File: src/rtl/core/lfs_pkg.sv
// ----------------------------------------------------------------------------
// lfs_pkg
// Shared constants for the Laplacian flux stencil.
// ----------------------------------------------------------------------------
`default_nettype none

package lfs_pkg;

   localparam int SAMPLE_WIDTH_DEF = 32;
   localparam int PORT_SAMPLE_WIDTH = 32;
   localparam int FLUX_WIDTH = 32;
   localparam int NUM_ROWS = 5;
   localparam int NUM_COLS = 5;
   localparam int NUM_FLUX = 4;
   localparam int FILL_WIDTH = 3;
   localparam logic [FILL_WIDTH-1:0] FILL_FULL = 3'd4;
   // wide enough to hold any Laplacian before it is clamped
   localparam int SAT_WIDTH = 36;
   localparam logic signed [SAT_WIDTH-1:0] FLUX_MAX = 36'sh0_7FFF_FFFF;
   localparam logic signed [SAT_WIDTH-1:0] FLUX_MIN = -36'sh0_8000_0000;

endpackage

`default_nettype wire

File: src/rtl/core/laplacian_flux_stencil.sv
// ----------------------------------------------------------------------------
// laplacian_flux_stencil
// Five-point Laplacian flux differences over a streamed 5x5 column window.
// ----------------------------------------------------------------------------
// One transaction per clock is accepted and one result per clock is given
// once the window holds five columns of the current run, as long as rsp_tready
// holds no result back. An accepted column is shifted into the window
// register; from it the five saturated Laplacians and the four flux
// differences are formed and registered in the result register, so a result
// shows on rsp_tvalid once it is loaded there, later while an earlier result
// is held by backpressure. The window register and the result register are
// each one stage deep, and backpressure on the result side stalls the input
// side only when both hold an item. A column with first_column set restarts
// the run: the first four columns of a run give no result.
`default_nettype none

module laplacian_flux_stencil #(
   parameter int SAMPLE_WIDTH = lfs_pkg::SAMPLE_WIDTH_DEF
) (
   input  wire logic         clock,
   input  wire logic         reset,
   input  wire logic         req_tvalid,
   output logic              req_tready,
   // north2_sample, north1_sample, centre_sample, south1_sample, south2_sample
   input  wire logic [159:0] req_tdata,
   // first_column
   input  wire logic         req_tuser,
   output logic              rsp_tvalid,
   input  wire logic         rsp_tready,
   // flux_west, flux_east, flux_north, flux_south
   output logic [127:0]      rsp_tdata
);

   localparam int LAP_WIDTH = SAMPLE_WIDTH + 3;
   localparam int PW = lfs_pkg::PORT_SAMPLE_WIDTH;
   localparam int FW = lfs_pkg::FLUX_WIDTH;

   typedef logic signed [SAMPLE_WIDTH-1:0] sample_type;
   typedef logic signed [FW-1:0] flux_type;

   sample_type win_ff [lfs_pkg::NUM_ROWS][lfs_pkg::NUM_COLS];
   logic [lfs_pkg::FILL_WIDTH-1:0] fill_ff, fill_in, fill_base;
   logic a_valid_ff, a_valid_in;
   logic rsp_valid_ff, rsp_valid_in;
   flux_type flux_ff [lfs_pkg::NUM_FLUX];
   flux_type flux_in [lfs_pkg::NUM_FLUX];
   flux_type lap_c, lap_w, lap_e, lap_n, lap_s;
   logic req_accept, b_load, pend;

   function automatic flux_type lap_sat(input sample_type p, input sample_type a,
                                        input sample_type b, input sample_type c,
                                        input sample_type d);
      logic signed [LAP_WIDTH-1:0] r;
      logic signed [lfs_pkg::SAT_WIDTH-1:0] rx;
      r = (LAP_WIDTH'(p) <<< 2) - LAP_WIDTH'(a) - LAP_WIDTH'(b)
          - LAP_WIDTH'(c) - LAP_WIDTH'(d);
      rx = lfs_pkg::SAT_WIDTH'(r);
      if (rx > lfs_pkg::FLUX_MAX) begin
         rx = lfs_pkg::FLUX_MAX;
      end else if (rx < lfs_pkg::FLUX_MIN) begin
         rx = lfs_pkg::FLUX_MIN;
      end
      return FW'(rx);
   endfunction

   assign b_load     = a_valid_ff && (!rsp_valid_ff || rsp_tready);
   assign req_tready = !a_valid_ff || b_load;
   assign req_accept = req_tvalid && req_tready;

   always_comb begin
      fill_base = req_tuser ? '0 : fill_ff;
      pend      = (fill_base == lfs_pkg::FILL_FULL);
      fill_in   = fill_ff;
      if (req_accept) begin
         fill_in = pend ? lfs_pkg::FILL_FULL : fill_base + 1'b1;
      end
   end

   always_comb begin
      a_valid_in = a_valid_ff;
      if (req_accept) begin
         a_valid_in = pend;
      end else if (b_load) begin
         a_valid_in = 1'b0;
      end
   end

   always_comb begin
      rsp_valid_in = rsp_valid_ff;
      if (b_load) begin
         rsp_valid_in = 1'b1;
      end else if (rsp_tready) begin
         rsp_valid_in = 1'b0;
      end
   end

   // window is win_ff[row][col], col 4 newest, centre at [2][2]
   always_comb begin
      lap_c = lap_sat(win_ff[2][2], win_ff[2][1], win_ff[2][3], win_ff[1][2], win_ff[3][2]);
      lap_w = lap_sat(win_ff[2][1], win_ff[2][0], win_ff[2][2], win_ff[1][1], win_ff[3][1]);
      lap_e = lap_sat(win_ff[2][3], win_ff[2][2], win_ff[2][4], win_ff[1][3], win_ff[3][3]);
      lap_n = lap_sat(win_ff[1][2], win_ff[0][2], win_ff[2][2], win_ff[1][1], win_ff[1][3]);
      lap_s = lap_sat(win_ff[3][2], win_ff[2][2], win_ff[4][2], win_ff[3][1], win_ff[3][3]);
      flux_in[0] = lap_c - lap_w;
      flux_in[1] = lap_e - lap_c;
      flux_in[2] = lap_c - lap_n;
      flux_in[3] = lap_s - lap_c;
   end

   always_ff @(posedge clock) begin
      if (reset) begin
         fill_ff      <= '0;
         a_valid_ff   <= 1'b0;
         rsp_valid_ff <= 1'b0;
      end else begin
         fill_ff      <= fill_in;
         a_valid_ff   <= a_valid_in;
         rsp_valid_ff <= rsp_valid_in;
      end
   end

   always_ff @(posedge clock) begin
      if (req_accept) begin
         for (int r = 0; r < lfs_pkg::NUM_ROWS; r++) begin
            for (int c = 0; c < lfs_pkg::NUM_COLS - 1; c++) begin
               win_ff[r][c] <= win_ff[r][c+1];
            end
            win_ff[r][lfs_pkg::NUM_COLS-1] <= sample_type'(req_tdata[r*PW +: SAMPLE_WIDTH]);
         end
      end
      if (b_load) begin
         for (int f = 0; f < lfs_pkg::NUM_FLUX; f++) begin
            flux_ff[f] <= flux_in[f];
         end
      end
   end

   assign rsp_tvalid = rsp_valid_ff;
   assign rsp_tdata  = {flux_ff[3], flux_ff[2], flux_ff[1], flux_ff[0]};

   a_fill_range: assert property (@(posedge clock) disable iff (reset)
      fill_ff <= lfs_pkg::FILL_FULL)
      else $error("fill count beyond full window");

   a_pending_full: assert property (@(posedge clock) disable iff (reset)
      a_valid_ff |-> fill_ff == lfs_pkg::FILL_FULL)
      else $error("pending item without a full window");

   a_restart_silent: assert property (@(posedge clock) disable iff (reset)
      req_accept && req_tuser |=> !a_valid_ff)
      else $error("restart column produced a result");

   a_pending_held: assert property (@(posedge clock) disable iff (reset)
      a_valid_ff && !b_load |=> a_valid_ff)
      else $error("pending item dropped");

endmodule

`default_nettype wire

File: config.mk
export PLATFORM = sky130hd
export DESIGN_NAME = laplacian_flux_stencil
export DESIGN_NICKNAME = d
export VERILOG_FILES = /design/src/rtl/core/lfs_pkg.sv /design/src/rtl/core/laplacian_flux_stencil.sv
export SDC_FILE = /design/constraint.sdc
export NUM_CORES = 2
export LEC_CHECK = 0
export BUFFER_PORTS_ARGS = -buffer_cell sky130_fd_sc_hd__buf_2
export CAP_MARGIN = 30
export CORE_ASPECT_RATIO = 0.6
export CORE_MARGIN = 3
export CORE_UTILIZATION = 53
export DETAILED_ROUTE_END_ITERATION = 8
export GPL_ROUTABILITY_DRIVEN = 1
export GPL_TIMING_DRIVEN = 0
export HOLD_SLACK_MARGIN = 0.1
export PLACE_DENSITY_LB_ADDON = 0.08
export SYNTH_ARGS = -nofsm -noshare
export SYNTH_HDL_FRONTEND = slang
export SYNTH_SLANG_ARGS = --single-unit
File: constraint.sdc
create_clock -name clock -period 43.3 [get_ports clock]
set_input_delay 2.165 -clock clock [delete_from_list [all_inputs] [get_ports clock]]
set_output_delay 2.165 -clock clock [all_outputs]
set_load 0.03 [all_outputs]
; ---- After elaboration in Yosys (flattened, before gate mapping)
; Memory sizes are Yosys's and may differ from the RTL's.
; Cells that the tools add are included.
[word_totals]
n_memories = 2
inputBits = 165
output_inout_bits = 130
ram_bits = 928
regBits = 5
[op_classes]
n_reduce_logical = 8
addsub = 25
n_eq_ne = 1
magnitude_cmp = 10
n_mux = 20
[mem_list]
columns = name, depth, word_bits, rd, rd_clocked_by_memory_dff, write_ports, line
row1 = win_ff, 5, 160, 5, 0, 5, laplacian_flux_stencil.sv:41  ; sample_type win_ff [lfs_pkg::NUM_ROWS][lfs_pkg::NUM_COLS];
row2 = flux_ff, 4, 32, 4, 0, 4, laplacian_flux_stencil.sv:45  ; flux_type flux_ff [lfs_pkg::NUM_FLUX];
[op_table]
columns = cell, count
row1 = $sub A35 B32 Y35, 15
row2 = $mux W32, 10
row3 = $gt A35 B32 Y1 const B, 5
row4 = $lt A35 B32 Y1 const B, 5
row5 = $sub A34 B32 Y35, 5
row6 = $sub A32 B32 Y32, 4
row7 = $mux W1, 8
row8 = $mux W3, 2
row9 = $reduce_bool A2 Y1, 2
row10 = $add A3 B1 Y3 const B, 1
row11 = $eq A3 B3 Y1 const B, 1
row12 = $logic_and A1 B1 Y1, 2
row13 = $logic_not A1 Y1, 2
row14 = $logic_or A1 B1 Y1, 2

; ---- Logic depth before layout (Yosys ltp)
; An unclocked memory read counts as a cell.
[depth]
word_depth = 9
ltp_mapped = 34

; ---- Worst setup path after synthesis
; OpenSTA, ideal clock, no wires.
[synth_timing]
kind = input-to-reg
start = input port rsp_tready
end = register fill_ff[2] (netlist bit)
t_arrival_ns = 20.638
setup_ns = 0.213
cell_stages = 6
slack_ns = 22.449
n_path_buf = 1
required_time_ns = 43.087
cell_sequence = nor2b_1 nand2_1 and2_1 clkbuf_1 a21oi_1 a211oi_1
[synth_via]
elab_chain_len = 4
[synth_rtl]
columns = item, line
row1 = "start, declared", laplacian_flux_stencil.sv:29  ; input wire logic rsp_tready,
row2 = $logic_or A1 B1 Y1, laplacian_flux_stencil.sv:66  ; assign b_load = a_valid_ff && (!rsp_valid_ff || rsp_tready);
row3 = $logic_and A1 B1 Y1, laplacian_flux_stencil.sv:66
row4 = $logic_or A1 B1 Y1, laplacian_flux_stencil.sv:67  ; assign req_tready = !a_valid_ff || b_load;
row5 = via req_tready, laplacian_flux_stencil.sv:23  ; output logic req_tready,
row6 = $logic_and A1 B1 Y1, laplacian_flux_stencil.sv:68  ; assign req_accept = req_tvalid && req_tready;
row7 = via req_accept, laplacian_flux_stencil.sv:48  ; logic req_accept, b_load, pend;
row8 = "end signal, assigned", laplacian_flux_stencil.sv:116  ; fill_ff <= fill_in;
row9 = "end, declared", laplacian_flux_stencil.sv:42  ; logic [lfs_pkg::FILL_WIDTH-1:0] fill_ff, fill_in, fill_base;
; The timed path passes the listed nets, and every way through them passes these cells.
; A chain may end at the register's enable or synchronous reset.

==> results.md <==
- Status: completed
- Pin count of the biggest net entering global routing: 75
- Slew @ Worst Pin: 1127 ps
- Area growth, synth to finish: 10.61%
- Slowest stage delay, CP: 730 ps
- Count of cell types in the netlist: 120
- Fin crit share: 24.65%
- Minimum clock period: 10670 ps
- CTS tree: built
- Buffers & Inverters on Critical Path: 6
- Fillers: 8679
- CP startpoint kind: register
- HPWL reported at the end of detailed placement: 144.7 mm
- R2r worst-path depth: 30
- Initial Util: 54.11%
- GRT Total Usage: 31.28%
- Setup TNS: 0 ps
- CP Max Fanout: 10
- Final nets: 6413
- Syn_nets: 6021
- Headroom to the max-slew limit: 24.34%
- Hold Path Stages: 0
- Post-cts hold buffer count: 0
- Die area: 108000 sq um
- Worst path slowest cell: o31ai_1
- Die Wd: 422.2 microns
- Crit Reg-Reg Endpoint: flux_ff[0][28]$_DFFE_PP_
- Worst R2R Start: win_ff[2][65]$_DFFE_PP_
- Crit path capture type: register
- Antenna viol nets, final: 0
- Worst-path clk slew: 70 ps
- Post-synthesis sequential area ratio: 40.31%
- PortBufs: 294
- Critical Path RT: 43690 ps
- Setup Crit Path Kind: reg -> reg
- Post-synthesis instance area: 55080 sq um
- Final-report max-slew violation count: 0
- Reg2reg setup slack: 32630 ps
- Ys async rst share: 0%
- Flop and latch count out of synthesis: 741
- Drt total wl: 169.3 mm
- Via count: 39818
- Clock Latency Late Sink: 690 ps
- Vias/cell: 5.760
- Drt drc: 0
- Yosys warns: 0
- Initial antenna violation count: 11
- Die height: 255.7 microns
- Postcts setup bufs: 0
- Layout cells sized above 1: 10.36%
- Fin. Hold Viols: 0
- Final setup fails: 0
- Clk sinks: 741
- Synth Area per Inst: 10.82 sq um
- # IOs: 295
- Hold Path Class: reg -> reg
- Placer Congestion: 1.017
- Mapped Cells: 5089
- CTS Buf Count: 67
- Max Freq: 93.69 MHz
- Most common cell after layout, fill and taps aside: inv_1
- Clock root buffer: clkbuf_16
- Delay-heaviest family, CP: compound AO/OA/AOI/OAI gates
- Hold path endpoint: win_ff[0][75]$_DFFE_PP_
- Global route overflow: 0
- Unrepaired setup endpoints after global routing: no
- Clock buffer depth: 3
- Commonest non-fill, non-tap cells in the layout: 1095 x inv_1, 736 x edfxtp_1, 485 x fa_1, 345 x a21oi_1, 335 x buf_2
- Vias in the first global route: 37930
- WL per Instance: 24.49 microns
- Drt pass-1 iters: 7
- Number of synthesized flops with an enable pin: 736
- Global-route wire length before repair: 248.6 mm
- CTS resizes: 0
- CORE AREA: 101800 sq um
- Row count: 90
- Final setup skew: 33.69 ps
- Clock H-tree levels: 3
- Worst hold start: win_ff[0][43]$_DFFE_PP_
- Initial DRC count: 4964
- Top FF cell, synth: edfxtp_1
- Max cap viols: 0
- Arrival time worst endpoint: 11060 ps
==> stage by stage <==
stage                     worst slack (ps)  hold WS, ps  cell area (sq um)  util [%]  instances
final                                32630        412.2              60920     59.85       6913
after global routing                 32180        415.8              60920     59.85       6912
after CTS                            32870        415.2              60850     59.78       6903
after global placement               15690        401.0              58280     57.25       6763
after floorplan                      22450        400.3              55080         -       5089
after detailed placement             32920        404.5              58700     57.67       6783
==> state kept, by name, summed over array words and instances (netlist names) <==
name        flops
win_ff        608
flux_ff       128
rsp_tvalid      1
a_valid_ff      1
fill_ff         3
==> kinds of logic (layout without fill, tap and decap cells) <==
family / Yosys count / count (layout) / share of synthesized area, %
AOI/OAI and AO/OA: 1124 / 1124 / 13.80
DFF: 741 / 741 / 40.31
muxes: 8 / 8 / 0.1567
buffers and inverters: 1232 / 1675 / 8.577
other: 0 / 1 / 0
and+or+nand+nor: 873 / 873 / 7.614
adders and majority gates: 786 / 786 / 24.38
xor gates and xnor gates: 325 / 325 / 5.168
==> worst max path at each step <==
stage,slack (ps),to,from,cells past startpoint
3_3_place_gp,15690,fill_ff[2]$_SDFFE_PP0P_,rsp_tready,7
4_1_cts,32870,flux_ff[2][30]$_DFFE_PP_,win_ff[2][67]$_DFFE_PP_,29
5_1_grt,32180,flux_ff[0][28]$_DFFE_PP_,win_ff[2][65]$_DFFE_PP_,30
6_report,32630,flux_ff[0][28]$_DFFE_PP_,win_ff[2][65]$_DFFE_PP_,30
3_5_place_dp,32920,flux_ff[2][30]$_DFFE_PP_,win_ff[2][67]$_DFFE_PP_,29
2_1_floorplan,22450,fill_ff[2]$_SDFFE_PP0P_,rsp_tready,6
==> cell type report <==
class	instances	area, sq um	share of cell area, %
multi-input combinational	3116	28190	46.27
sequential	741	22200	36.44
inverter	1097	4118	6.759
timing repair buffer	323	1926	3.161
clock buffer	89	1780	2.922
tap	1380	1727	2.834
buffer	135	610.6	1.002
clock inverter	31	370.4	0.6079
antenna	1	2.502	0.004107
==> synth_stat cells, types with 76 or more instances <==
cell      count  share of area [%]
a21o_1      104                1.4
a21oi_1     345                3.1
clkbuf_1     76               0.52
edfxtp_1    736                 40
fa_1        485                 18
ha_1        282                6.4
inv_1      1095                7.5
nand2_1     283                1.9
nand3_1      80               0.73
nor2_1      208                1.4
o21ai_0     190                1.7
xnor2_1     210                3.3
xor2_1      115                1.8
==> metal layers <==
layer  vias to the layer above  global-route usage (%)  wire length, microns  share of wire, %
met5                         -                  0.7018                   168             0.099
met4                         6                   5.239                  2596               1.5
met3                       146                   11.04                 23430                14
met2                      1996                   36.48                 58670                35
met1                     19654                   53.78                 84460                50
li1                      18016                       -                     -                 -
Power is left out: the tool's default activity adds up to more than one toggle a clock period on the data nets, which glitch-free logic cannot reach.
